[src/rtl/nms_fifo.sv]
// Short register queue between the front end and the back end.
// No package dependency.
`default_nettype none

module nms_fifo #(
    parameter int WIDTH = 40,
    parameter int DEPTH = 4
) (
    input  wire              clk,
    input  wire              rst_n,
    input  wire              push,
    input  wire [WIDTH-1:0]  din,
    input  wire              pop,
    output logic [WIDTH-1:0] dout,
    output logic             full,
    output logic             empty
);
    localparam int PW = (DEPTH > 1) ? $clog2(DEPTH) : 1;
    localparam int NW = $clog2(DEPTH + 1);

    logic [WIDTH-1:0] entry_reg [DEPTH];
    logic [PW-1:0]    wr_ptr_reg, wr_ptr_next;
    logic [PW-1:0]    rd_ptr_reg, rd_ptr_next;
    logic [NW-1:0]    count_reg, count_next;
    logic             do_push;
    logic             do_pop;

    assign full    = (count_reg == NW'(DEPTH));
    assign empty   = (count_reg == '0);
    assign do_push = push && !full;
    assign do_pop  = pop && !empty;
    assign dout    = entry_reg[rd_ptr_reg];

    always_comb
    begin
        wr_ptr_next = wr_ptr_reg;
        rd_ptr_next = rd_ptr_reg;
        count_next  = count_reg;
        if (do_push)
            wr_ptr_next = (wr_ptr_reg == PW'(DEPTH - 1)) ? '0 : wr_ptr_reg + PW'(1);
        if (do_pop)
            rd_ptr_next = (rd_ptr_reg == PW'(DEPTH - 1)) ? '0 : rd_ptr_reg + PW'(1);
        if (do_push && !do_pop)
            count_next = count_reg + NW'(1);
        else if (do_pop && !do_push)
            count_next = count_reg - NW'(1);
    end

    always_ff @(posedge clk or negedge rst_n)
    begin
        if (!rst_n)
        begin
            wr_ptr_reg <= '0;
            rd_ptr_reg <= '0;
            count_reg  <= '0;
        end
        else
        begin
            wr_ptr_reg <= wr_ptr_next;
            rd_ptr_reg <= rd_ptr_next;
            count_reg  <= count_next;
        end
    end

    always_ff @(posedge clk)
    begin
        if (do_push)
            entry_reg[wr_ptr_reg] <= din;
    end

endmodule

`default_nettype wire

[config.mk]
export PLATFORM = sky130hd
export DESIGN_NAME = nms_fifo
export DESIGN_NICKNAME = d
export VERILOG_FILES = /design/src/rtl/nms_fifo.sv
export SDC_FILE = /design/constraint.sdc
export NUM_CORES = 1
export LEC_CHECK = 0
export BUFFER_PORTS_ARGS = -buffer_cell sky130_fd_sc_hd__buf_2
export CORE_MARGIN = 1.5
export CORE_UTILIZATION = 40
export DETAILED_ROUTE_END_ITERATION = 10
export GPL_TIMING_DRIVEN = 1
export PLACE_DENSITY_LB_ADDON = 0.25
export SLEW_MARGIN = 10
export SYNTH_ARGS = -nofsm -noshare
export SYNTH_HDL_FRONTEND = slang
export SYNTH_SLANG_ARGS = --single-unit
[constraint.sdc]
create_clock -name clk -period 3.4 [get_ports clk]
set_clock_uncertainty 0.15 [all_clocks]
set_input_delay 0.34 -clock clk [delete_from_list [all_inputs] [get_ports clk]]
set_output_delay 0.34 -clock clk [all_outputs]
set_load 0.1 [all_outputs]
; ---- After elaboration in Yosys (flattened, before gate mapping)
; Memory sizes are Yosys's and may differ from the RTL's.
; Index checks and enable logic that the tools add are counted.
; Widths: inputs -> output; s select.
[op_classes]
addsub = 4
mux = 6
reduce_logical = 10
eq_ne = 3
[op_table]
columns = op, n
row1 = $mux 3, 2
row2 = $add 2x1->2 const B, 2
row3 = $eq 2x2->1 const B, 2
row4 = $logic_and 1x1->1, 4
row5 = $logic_not 1->1, 4
row6 = $mux 2, 2
row7 = $add 3x1->3 const B, 1
row8 = $eq 3x3->1 const B, 1
row9 = $logic_not 3->1, 1
row10 = $sub 3x1->3 const B, 1
row11 = $mux 1, 2
row12 = $reduce_bool 2->1, 1
[totals]
ff_bits = 7
word_cells = 27
mem_count = 1
mem_bits_rw = 160
[memory_table]
columns = memory, words, word_bits, rd, rd_clocked_by_memory_dff, wr, line
row1 = entry_reg, 4, 40, 1, 0, 1, 21  ; logic [WIDTH-1:0] entry_reg [DEPTH];

; ---- Logic depth before layout (Yosys ltp)
[depth]
depth_word = 7
mapped_depth = 9
ltp_nobuf = 8

; ---- Least setup slack after synthesis
; Ideal clock, no wire load.
[synth_path]
kind = register -> register
from = register count_reg[0]
to = register count_reg[1]
path_stages_with_launch = 8
slack_ns = 0.195
path_buffers = 1
t_arrival_ns = 2.930
required_time_ns = 3.125
synth_period_minus_slack_ns = 3.205
path_cell_list = dfrtp_1 -> nor3b_2 -> nor2b_1 -> buf_2 -> ha_1 -> inv_1 -> fa_1 -> mux2_2
[synth_rtl]
columns = element, line
row1 = start: declaration, 24  ; logic [NW-1:0] count_reg, count_next;
row2 = start signal: assignment, 61  ; count_reg <= count_next;
row3 = $eq 3x3->1, 28  ; assign full = (count_reg == NW'(DEPTH));
row4 = via full, 15  ; output logic full,
row5 = $logic_not 1->1, 30  ; assign do_push = push && !full;
row6 = $logic_and 1x1->1, 30
row7 = via do_push, 25  ; logic do_push;
row8 = $logic_and 1x1->1, 43  ; if (do_push && !do_pop)
row9 = $mux 3, 43
row10 = via count_next[1], 24
; The timed path passes the listed nets, and every way through them passes these cells. The select of a mux whose other input is x is not followed.
; A chain may end at the register's enable or synchronous reset.

; ---- Final worst setup path
[layout_path]
from = register rd_ptr_reg[0]
to = output dout[5]
[layout_between]
elab_chain_cells = 1
[layout_rtl]
columns = element, line
row1 = start: declaration, 23  ; logic [PW-1:0] rd_ptr_reg, rd_ptr_next;
row2 = start signal: assignment, 60  ; rd_ptr_reg <= rd_ptr_next;
row3 = $mem_v2 4x40, n/a
row4 = end: declaration, 14  ; output logic [WIDTH-1:0] dout,
; No other way between the ends.

==> reports/results.ini <==
[route]
postRouteWirelength_um = 11150
routedWlPerCell_um = 18.89
drt-initial-drc-count = 168
via_per_inst = 4.941
drc = 0
route.vias.total = 2915
drt-pass1-iter-count = 4
postRouteAntennaNets = 0

[synthesis]
post_synth_main_area_contributors = sky130_fd_sc_hd__edfxtp_1, sky130_fd_sc_hd__mux4_2, sky130_fd_sc_hd__dfrtp_1
synthesis.nets = 298
ys.flop_type = sky130_fd_sc_hd__edfxtp_1
synth_area_per_cell_sq_um = 25.15
netlist_top_cells_count = sky130_fd_sc_hd__edfxtp_1, sky130_fd_sc_hd__mux4_2, sky130_fd_sc_hd__dfrtp_1, sky130_fd_sc_hd__buf_2, sky130_fd_sc_hd__ha_1
ys_ff_latch = 167
yosys.cell_count.top_type = sky130_fd_sc_hd__edfxtp_1
synth.distinct_cells = 20
postSynthCellCount = 247
synthArstFlopShare_pct = 4.192
mappedNetlistArea_sq_um = 6211
synth-edff-count = 160
yosysTopAreaCell = sky130_fd_sc_hd__edfxtp_1
yosys_warnings = 0
synth_top_area_share_pct = 77.36
yosysSeqAreaShare_pct = 80.18

[final_layout]
nNetsFinal = 439
largest_reg_flops = 160
layout-area-overhead-vs-synth_pct = 27.72
drive_gt1_share_pct = 42.39

[floorplanning]
initial_utilization_pct = 40.86
placement_rows = 45
top_level_ports = 86
die_h_um = 127.6
overall_die_width_um = 127.6
dieArea_sq_um = 16280
core_region_area_sq_um = 15200

[timing]
timing_worst_slew_pin_value_ps = 758.8
finalSetupViolations = 0
rsz0062_at_grt = no
post-route-min-period_ps = 2777
final_hold_fails = 0
timing.final.max_slew_violations = 0
worst_slew_margin_rel_pct = 49.41
setup_tns_ps = 0
timing.final.crit_share_pct = 81.69
max_freq_ghz = 0.3600

[cts]
clkSlewWorstSetupHoldPaths_ps = 60
tritoncts_num_sinks = 167
worst_skew_pair.late_latency_ps = 420
tritoncts.num_buffers = 17
ctsHtreeMaxLevel = 4
post_cts_resized = 0
clock_tree.root_cell = sky130_fd_sc_hd__clkbuf_16
clock_tree.buffer_depth = 2
tritoncts = yes

[setup_path]
reg_to_reg_critical_path_endpoint = count_reg[2]
startpoint_of_the_most_critical_setup_path = rd_ptr_reg[0]
end_kind = primary output
critical_path_peak_fanout = 25
worst_setup_path_start_kind = flop
register_to_register_path_depth = 8
cp.required_ps = 2910
r2r-start = count_reg[2]
reg2reg_setup_slack_ps = 930
cp_data_arrival_time_ps = 2290
setup.worst_path.class = flop to primary output
timing.critical_path.to = dout[5]

[run_status]
outcome = complete, no violations

[hold_path]
worstHoldPathType = input port to async pin

[global_route]
grt_pass1_wl_um = 17490
maximum_number_of_pins_on_one_net_before_global_route_repair = 29
grt_antenna_before_repair = 1
number_of_global_route_vias_before_repair = 3120
grt_use_total_pct = 14.99
global_route.overflow_total = 0

[place]
gp_congestion = 0.6895
place.detailed.hpwl_um = 6855
portBuffers = 85

[job]
drv.max_cap_violation_count = 0

-- per-layer routing --
layer	share of wire, %	routed length [um]	vias to the layer above	GRT usage (%)
met5	0	0	-	0
met4	1.5	172	0	6.543
met3	4.5	506	12	4.523
met2	49	5419	70	23.24
met1	45	5049	1507	19.80
li1	-	-	1326	-
-- timing repair --
item	CTS	global route
setup buffers	0	0
hold buffers	41	0
endpoints found under the hold margin	167	0
-- placed cells by master (no fill, tap or decap), types with 3 or more instances in the layout --
cell type,n
sky130_fd_sc_hd__edfxtp_1,160
sky130_fd_sc_hd__buf_2,85
sky130_fd_sc_hd__dlygate4sd3_1,41
sky130_fd_sc_hd__mux4_2,40
sky130_fd_sc_hd__clkbuf_16,17
sky130_fd_sc_hd__ha_1,6
sky130_fd_sc_hd__dfrtp_1,5
sky130_fd_sc_hd__buf_12,5
sky130_fd_sc_hd__and2_2,4
sky130_fd_sc_hd__clkinv_1,4
sky130_fd_sc_hd__inv_1,3
sky130_fd_sc_hd__bufinv_16,3
-- worst min-delay path by stage --
stage	startpoint	to	slack [ps]	cells past startpoint
floorplan	rst_n	count_reg[0]	-110	0
global placement	rst_n	count_reg[1]	50	1
detailed placement	rst_n	count_reg[1]	50	1
CTS	rst_n	count_reg[1]	130	2
global route	rst_n	count_reg[0]	150	2
finish	rst_n	count_reg[1]	150	2
-- per-stage QoR --
step	utilization (%)	cells	hold slack [ps]	area [sq um]	setup slack [ps]
floorplan	-	247	-105.6	6211	195.0
global placement	45.60	516	45.86	6933	977.3
detailed placement	45.60	516	50.54	6933	876.1
CTS	52.16	589	125.7	7930	542.1
global route	52.18	590	153.5	7933	480.8
finish	52.18	590	145.1	7933	622.5
-- critical path, cell delays in order (launching register included) --
cell	delay [ps]
sky130_fd_sc_hd__dfrtp_4	680
sky130_fd_sc_hd__buf_12	290
sky130_fd_sc_hd__mux4_2	560
sky130_fd_sc_hd__buf_2	310
-- layout make-up --
cell class,count,area [sq um]
flip-flops and latches,167,4985
inverters,3,11.26
repair buffers,133,950.9
clock buffers,19,432.9
diodes,1,2.502
multi-input cells,66,1161
clock inverters,13,153.9
fillers,1218,7269
well taps,188,235.2
-- cell families after synthesis --
family	synth area share [%]
AOI/OAI and AO/OA	0.3223
adders and majority gates	1.531
and+or+nand+nor	0.9871
xor gates and xnor gates	0.4231
DFF	80.18
muxes	15.35
buffers and inverters	1.209
Power is not shown: default switching activity piles up to over one toggle a cycle in this logic, so the estimate is an artifact.
