<file path="src/rtl/nms_pkg.sv">
// Shared types and constants for the edge non-maximum suppression block.
// No dependencies; imported by nms_front, nms_back and the top level.
`default_nettype none

package nms_pkg;

    // Field widths of the stream payloads
    localparam int MAG_W = 8;
    localparam int DIR_W = 2;
    localparam int ROW_W = 12;
    localparam int COL_W = 10;

    // Configuration register map
    localparam int CFG_INDEX_W    = 1;
    localparam int CFG_DATA_W     = 13;
    localparam int WIDTH_FIELD_W  = 11;
    localparam int HEIGHT_FIELD_W = 13;
    localparam logic [CFG_INDEX_W-1:0] REG_IMAGE_WIDTH  = 1'b0;
    localparam logic [CFG_INDEX_W-1:0] REG_IMAGE_HEIGHT = 1'b1;

    // Frame geometry limits and reset values
    localparam int MIN_DIM        = 3;
    localparam int DEFAULT_WIDTH  = 640;
    localparam int DEFAULT_HEIGHT = 480;

    // Input commands
    localparam logic CMD_PIXEL = 1'b0;
    localparam logic CMD_FLUSH = 1'b1;

    // Quantized gradient directions
    localparam logic [DIR_W-1:0] DIR_HORIZ     = 2'd0;
    localparam logic [DIR_W-1:0] DIR_DIAG_MAIN = 2'd1;
    localparam logic [DIR_W-1:0] DIR_VERT      = 2'd2;
    localparam logic [DIR_W-1:0] DIR_DIAG_ANTI = 2'd3;

    typedef struct packed {
        logic             command;
        logic [MAG_W-1:0] magnitude;
        logic [DIR_W-1:0] direction;
    } pix_t;

    typedef struct packed {
        logic [MAG_W-1:0] value;
        logic [ROW_W-1:0] row;
        logic [COL_W-1:0] column;
        logic             frame_end;
    } res_t;

    // Classified transaction handed from the front end to the back end
    typedef struct packed {
        logic             is_data;
        logic             emit;
        logic             border;
        logic [MAG_W-1:0] magnitude;
        logic [DIR_W-1:0] direction;
        logic [ROW_W-1:0] row;
        logic [COL_W-1:0] column;
        logic             frame_end;
    } cmd_t;

endpackage

`default_nettype wire

</file>
<file path="src/rtl/nms_front.sv">
// Front end: holds frame geometry, tracks input and output raster positions
// and classifies each transaction. Depends on nms_pkg.
`default_nettype none

module nms_front #(
    parameter int MAX_WIDTH  = 1024,
    parameter int MAX_HEIGHT = 4096,
    parameter int CW         = 10,
    parameter int RW         = 12
) (
    input  wire                              clk,
    input  wire                              rst_n,
    input  wire                              cfg_write,
    input  wire [nms_pkg::CFG_INDEX_W-1:0]   cfg_index,
    input  wire [nms_pkg::CFG_DATA_W-1:0]    cfg_data,
    input  wire                              pix_valid,
    input  wire nms_pkg::pix_t               pix,
    input  wire                              q_full,
    output logic                             pix_ready,
    output logic                             push,
    output nms_pkg::cmd_t                    cmd,
    output logic [CW-1:0]                    addr
);
    import nms_pkg::*;

    localparam int WIDTH_RST  = (DEFAULT_WIDTH > MAX_WIDTH) ? MAX_WIDTH : DEFAULT_WIDTH;
    localparam int HEIGHT_RST = (DEFAULT_HEIGHT > MAX_HEIGHT) ? MAX_HEIGHT : DEFAULT_HEIGHT;

    logic [CW-1:0] wlast_reg, wlast_next;
    logic [RW-1:0] hlast_reg, hlast_next;
    logic [CW-1:0] in_col_reg, in_col_next;
    logic [RW-1:0] in_row_reg, in_row_next;
    logic          in_done_reg, in_done_next;
    logic [CW-1:0] out_col_reg, out_col_next;
    logic [RW-1:0] out_row_reg, out_row_next;

    logic        accept;
    logic        take_pixel;
    logic        primed;
    logic        emit;
    logic        out_last_col;
    logic        out_last_row;
    logic        frame_end;
    logic [31:0] w_in;
    logic [31:0] h_in;
    logic [CW-1:0] wlast_clamped;
    logic [RW-1:0] hlast_clamped;

    assign pix_ready = !q_full;
    assign accept    = pix_valid && pix_ready;

    // A pixel produces a result once the window holds a full neighborhood,
    // i.e. from raster position width+1 on.
    assign primed       = (in_row_reg != '0) && ((in_row_reg != RW'(1)) || (in_col_reg != '0));
    assign take_pixel   = (pix.command == CMD_PIXEL) && !in_done_reg;
    assign emit         = (pix.command == CMD_FLUSH) ? in_done_reg : (take_pixel && primed);
    assign out_last_col = (out_col_reg == wlast_reg);
    assign out_last_row = (out_row_reg == hlast_reg);
    assign frame_end    = out_last_col && out_last_row;

    assign push = accept && (take_pixel || emit);
    assign addr = in_col_reg;

    always_comb
    begin
        cmd.is_data   = take_pixel;
        cmd.emit      = emit;
        cmd.border    = (out_row_reg == '0) || out_last_row || (out_col_reg == '0) || out_last_col;
        cmd.magnitude = pix.magnitude;
        cmd.direction = pix.direction;
        cmd.row       = ROW_W'(out_row_reg);
        cmd.column    = COL_W'(out_col_reg);
        cmd.frame_end = frame_end;
    end

    // Register clamping
    always_comb
    begin
        w_in = 32'(cfg_data[WIDTH_FIELD_W-1:0]);
        h_in = 32'(cfg_data[HEIGHT_FIELD_W-1:0]);
        if (w_in < 32'(MIN_DIM))
            wlast_clamped = CW'(MIN_DIM - 1);
        else if (w_in > 32'(MAX_WIDTH))
            wlast_clamped = CW'(MAX_WIDTH - 1);
        else
            wlast_clamped = CW'(w_in - 32'd1);
        if (h_in < 32'(MIN_DIM))
            hlast_clamped = RW'(MIN_DIM - 1);
        else if (h_in > 32'(MAX_HEIGHT))
            hlast_clamped = RW'(MAX_HEIGHT - 1);
        else
            hlast_clamped = RW'(h_in - 32'd1);
    end

    always_comb
    begin
        wlast_next   = wlast_reg;
        hlast_next   = hlast_reg;
        in_col_next  = in_col_reg;
        in_row_next  = in_row_reg;
        in_done_next = in_done_reg;
        out_col_next = out_col_reg;
        out_row_next = out_row_reg;
        if (cfg_write)
        begin
            unique case (cfg_index)
                REG_IMAGE_WIDTH:  wlast_next = wlast_clamped;
                REG_IMAGE_HEIGHT: hlast_next = hlast_clamped;
                default:          wlast_next = wlast_reg;
            endcase
            in_col_next  = '0;
            in_row_next  = '0;
            in_done_next = 1'b0;
            out_col_next = '0;
            out_row_next = '0;
        end
        else if (accept)
        begin
            if (take_pixel)
            begin
                if (in_col_reg == wlast_reg)
                begin
                    in_col_next = '0;
                    if (in_row_reg == hlast_reg)
                    begin
                        in_row_next  = '0;
                        in_done_next = 1'b1;
                    end
                    else
                        in_row_next = in_row_reg + RW'(1);
                end
                else
                    in_col_next = in_col_reg + CW'(1);
            end
            if (emit)
            begin
                if (frame_end)
                begin
                    // last result of the frame: start over
                    in_col_next  = '0;
                    in_row_next  = '0;
                    in_done_next = 1'b0;
                    out_col_next = '0;
                    out_row_next = '0;
                end
                else if (out_last_col)
                begin
                    out_col_next = '0;
                    out_row_next = out_row_reg + RW'(1);
                end
                else
                    out_col_next = out_col_reg + CW'(1);
            end
        end
    end

    always_ff @(posedge clk or negedge rst_n)
    begin
        if (!rst_n)
        begin
            wlast_reg   <= CW'(WIDTH_RST - 1);
            hlast_reg   <= RW'(HEIGHT_RST - 1);
            in_col_reg  <= '0;
            in_row_reg  <= '0;
            in_done_reg <= 1'b0;
            out_col_reg <= '0;
            out_row_reg <= '0;
        end
        else
        begin
            wlast_reg   <= wlast_next;
            hlast_reg   <= hlast_next;
            in_col_reg  <= in_col_next;
            in_row_reg  <= in_row_next;
            in_done_reg <= in_done_next;
            out_col_reg <= out_col_next;
            out_row_reg <= out_row_next;
        end
    end

endmodule

`default_nettype wire

</file>
<file path="config.mk">
export PLATFORM = sky130hd
export DESIGN_NAME = nms_front
export DESIGN_NICKNAME = d
export VERILOG_FILES = /design/src/rtl/nms_pkg.sv /design/src/rtl/nms_front.sv
export SDC_FILE = /design/constraint.sdc
export NUM_CORES = 1
export LEC_CHECK = 0
export ABC_AREA = 1
export CAP_MARGIN = 20
export CORE_ASPECT_RATIO = 1.2
export CORE_MARGIN = 8
export CORE_UTILIZATION = 35
export CTS_CLUSTER_DIAMETER = 40
export DETAILED_ROUTE_END_ITERATION = 10
export DONT_BUFFER_PORTS = 1
export PLACE_DENSITY = 0.48
export SLEW_MARGIN = 5
export SYNTH_ARGS = -nofsm -noshare
export SYNTH_HDL_FRONTEND = slang
export SYNTH_SLANG_ARGS = --single-unit
</file>
<file path="constraint.sdc">
create_clock -name clk -period 2.5 [get_ports clk]
set_clock_uncertainty 0.2 [all_clocks]
set_input_delay 0.25 -clock clk [delete_from_list [all_inputs] [get_ports clk]]
set_output_delay 0.25 -clock clk [all_outputs]
set_load 0.005 [all_outputs]
</file>
; Yosys cells after proc, flatten, opt, wreduce, memory -nomap -nowiden
; Index checks and enable logic that the tools add are counted.
[classes]
order_cmp = 4
bitwise_logic = 2
muxes = 35
n_reduce_logical = 24
eq_ne = 5
n_addsub = 6
[op_table]
columns = cell, count
row1 = $mux 12, 14
row2 = $mux 10, 13
row3 = $add 12x1->12 const B, 2
row4 = $eq 12x12->1, 2
row5 = $add 10x1->10 const B, 2
row6 = $eq 10x10->1, 2
row7 = $gt 13x13->1 const B, 1
row8 = $lt 13x2->1 const B, 1
row9 = $logic_not 12->1, 1
row10 = $ne 12x1->1 const B, 1
row11 = $reduce_bool 12->1, 1
row12 = $sub 12x1->12 const B, 1
row13 = $gt 11x11->1 const B, 1
row14 = $lt 11x2->1 const B, 1
row15 = $logic_not 10->1, 1
row16 = $reduce_bool 10->1, 1
row17 = $sub 10x1->10 const B, 1
row18 = $mux 1, 8
row19 = $logic_and 1x1->1, 6
row20 = $reduce_and 2->1, 3
row21 = $logic_or 1x1->1, 5
row22 = $reduce_bool 2->1, 2
row23 = $reduce_and 3->1, 1
row24 = $reduce_bool 3->1, 1
row25 = other kinds (2), 4
[totals]
out_inout_bits = 48
register_bits = 67
in_bits = 30

; Longest topological paths before layout
[depth]
word_depth = 8
depth_mapped = 14
ltp_nobuf = 12

; Least setup slack after synthesis
; No wires, ideal clock.
[synth_timing]
kind = flip-flop to flip-flop
from = reg in_row_reg[1]
to = reg out_col_reg[6]
stages_incl_launch_ff = 15
setup_time_ns = 0.071
arrival_ns = 1.571
slack_ns = 0.657
synth_period_minus_slack_ns = 1.843
path_buffers = 2
t_required_ns = 2.229
path_cell_list = dfrtp_1 inv_1 ha_1 nand2_1 nor3_1 nand2_1 nand2_1 nand2_1 nand2_1 nand2_1 o21ai_2 buf_6 buf_6 nand2_1 nor2_1
[synth_via]
elab_chain_len = 7
word_cells_on_any_way = 8
cone_classes = eq/ne: 1 / mux: 1 / reduce/logical: 6
[synth_lines]
columns = element, line
row1 = start: declaration, nms_front.sv:32  ; logic [RW-1:0] in_row_reg, in_row_next;
row2 = start signal: assignment, nms_front.sv:174  ; in_row_reg <= in_row_next;
row3 = $ne 12x1->1, nms_front.sv:54  ; assign primed = (in_row_reg != '0) && ((in_row_reg != RW'(1)) || (in_col_reg != '0));
row4 = $logic_or 1x1->1, nms_front.sv:54
row5 = $logic_and 1x1->1 *, nms_front.sv:54
row6 = $logic_and 1x1->1 *, nms_front.sv:56  ; assign emit = (pix.command == CMD_FLUSH) ? in_done_reg : (take_pixel && primed);
row7 = $mux 1 *, nms_front.sv:56
row8 = $reduce_bool 2->1 (no line) *, n/a
row9 = $reduce_and 2->1 (no line) *, n/a
row10 = end signal: assignment, nms_front.sv:176  ; out_col_reg <= out_col_next;
row11 = end: declaration, nms_front.sv:34  ; logic [CW-1:0] out_col_reg, out_col_next;
; Every way passes the cells marked *; elsewhere a longest branch is shown, timed or not.
; A chain may end at the register's enable or synchronous reset.

; Worst setup path in the final report
[layout_timing]
from = in cfg_write
to = reg wlast_reg[1]
[layout_via]
elab_chain_len = 1
[layout_lines]
columns = element, line
row1 = start: declaration, nms_front.sv:13  ; input wire cfg_write,
row2 = $reduce_and 2->1 (no line), n/a
row3 = end signal: assignment, nms_front.sv:161  ; wlast_reg <= CW'(WIDTH_RST - 1);
row4 = end signal: assignment, nms_front.sv:171  ; wlast_reg <= wlast_next;
row5 = end: declaration, nms_front.sv:29  ; logic [CW-1:0] wlast_reg, wlast_next;
; No other way between the ends.

==> qor.txt <==
Worst EP arrival - 2410 ps
VDD IR max - 319 uV
Least-Margin Pin Slew - 594 ps
drt pass-1 iters - 6
post-synthesis sequential area ratio - 33.9%
PwrDens - 558 mW/mm^2
row cnt - 48
Iter 0 DRT Violations - 303
Synth Area in XOR/XNOR - 5.95%
mux cell area share after synthesis - 0%
top post-synthesis cells by area - dfrtp_1 (25%), nand2_1 (19%), dfstp_2 (8.4%)
fin. max-slew vios - 0
Core Region - 0.0142 sq mm
post-synthesis compound-gate area fraction - 9.82%
setup TNS - 0 ps
post-layout min period - 2350 ps
status - finished, final reports clean
Num CTS Buffers - 9
Post-route DRC - 0
vias per cell - 5.02
cell area after layout - 0.00553 sq mm
max_cap viols - 0
RSZ-0062 raised after global routing - false
post-CTS repair timing setup buffer count - 0
#FFs+latches synth - 67
syn avg cell area - 6.70 sq um
hold path cells - 3
Final period util - 94.0%
HP Class - input port to flip-flop
highest net fanout along the worst path - 10
GP Congestion - 0.869
cell count after synthesis - 748
io pins - 78
antenna viol nets, final - 0
fin nets - 789
clock slew at reported path FFs - 60 ps
worst reg2reg path depth - 11
Final HPWL DP - 11400 microns
slew margin rel. - 60.4%
DP Area - 0.00509 sq mm
clk sinks - 67
synth warn - 0
CP required - 2560 ps
TritonCTS clock tree - done
full die area - 0.0184 sq mm
grt ovf - 0
Port-buffer cells - 0
CTS Root Cell - clkbuf_16
Area growth syn-to-layout - 10.4%
largest family of logic cells by synthesized area - simple AND/OR/NAND/NOR gates
FF-to-FF End - addr[0]
fill cell count - 1491
share of the synthesized area in the top cell type - 25.5%
Synth Area in Adders - 2.75%
share of layout cells above drive strength 1 - 10.6%
Max Clk Rate - 425 MHz
post-layout util - 39.0%
post-layout power - 3090 uW
Leak - 0.00268 uW
Hold Slack - 15.9 ps
Synth Cell Area - 0.00501 sq mm
Detailed Route WL - 15000 microns
Critical Path End Type - flip-flop
FF-to-FF Start - wlast_reg[1]
vias - 4661
first-pass GRT wire length - 24600 microns
clock buffer depth - 2
H-tree depth - 3
number of global-route vias before repair - 4448
Net Count, Synth - 789
routed len/inst - 16.2 microns
simple-gate area share of the yosys netlist - 36.2%
pin count of the biggest net entering global routing - 68
initial antenna violation count - 0
Final Hold Violating Endpoints - 0
Synth area leader - dfrtp_1
gr usage total - 16.7%
Initial Util - 35.3%
Critical Path Source Type - input port
most frequent cells in the layout - nand2_1 (258), inv_1 (78), nor2_1 (63)
Final Setup Violations - 0
Die W - 125 microns
clk_lat worst skew - 340 ps
R2R Setup Slk - 290 ps
most common cell after layout, fill and taps aside - nand2_1
die height - 147 microns
Hold Startpoint - cfg_write
hold endpoint - out_row_reg[2]
CP Class - input port to flip-flop
antenna cells - 0
synth unique cells - 37
## synth_stat cells (all sizes together)
| library cell | n |
|---|---|
| nand2 | 261 |
| nor4 | 2 |
| o2111ai | 1 |
| o21bai | 1 |
| o21ai | 69 |
| dfrtp | 51 |
| a21boi | 1 |
| nor3 | 16 |
| dfstp | 16 |
| nand4 | 21 |
| a21oi | 14 |
| xor2 | 22 |
| nor2 | 73 |
| inv | 93 |
| a31oi | 2 |
| buf | 28 |
| clkbuf | 4 |
| ha | 11 |
| nand3 | 47 |
| or2 | 1 |
| a32oi | 2 |
| xnor2 | 12 |
## routing by layer
layer	global-route usage [%]	routed length, microns
met1	21.8	6920
met4	7.32	324
met5	0	0
met3	3.95	1010
met2	25.9	6750
## metrics by stage
| step | cells | setup slack (ps) |
|---|---|---|
| finish | 928 | 150 |
| CTS | 928 | 48.6 |
| global placement | 903 | 263 |
| detailed placement | 903 | 275 |
| floorplan | 748 | 657 |
| global route | 928 | 2.42 |
## worst max-delay path, cell delays in order
cell and delay, ps:
dlygate4sd3_1 650, inv_2 150, nor2_4 210, inv_1 100, nor2_2 280, a32oi_1 170
dlygate4sd3_1 600
## how the worst max path moves through the flow
stage | from | to | slack, ps | cells past startpoint
global route | cfg_write | wlast_reg[1] | 2 | 7
global placement | out_row_reg[0] | out_row_reg[10] | 260 | 8
floorplan | in_row_reg[1] | out_col_reg[6] | 660 | 14
detailed placement | in_row_reg[1] | out_row_reg[4] | 270 | 12
CTS | cfg_write | wlast_reg[1] | 50 | 7
finish | cfg_write | wlast_reg[1] | 150 | 7
## report_power, final
group          switching, uW  internal (uW)  leakage (uW)  total, uW
clock network            520            876      0.000153       1400
registers               85.1           1180      0.000863       1260
logic                    278            153       0.00166        431
## logic make-up after synthesis
logic type	Yosys count
and+or+nand+nor	421
buffers and inverters	125
AOI/OAI and AO/OA	90
DFF	67
xor gates and xnor gates	34
adders and majority gates	11
## final cells by class
cell class                 count  area, sq um  area share [%]
multi-input combinational    556         2750            49.6
sequential                    67         1700            30.7
inverter                      93          349            6.31
clock buffer                  10          229            4.14
tap                          175          219            3.96
timing repair buffer          21          201            3.64
clock inverter                 6         90.1            1.63
## timing repair
action / CTS / global route
hold buffers: 9 / 0
hold endpoints to repair: 91 / 0
endpoints found under the setup margin: 0 / 2
resized for setup: 0 / 2
Power figures use the tool's default switching activity.
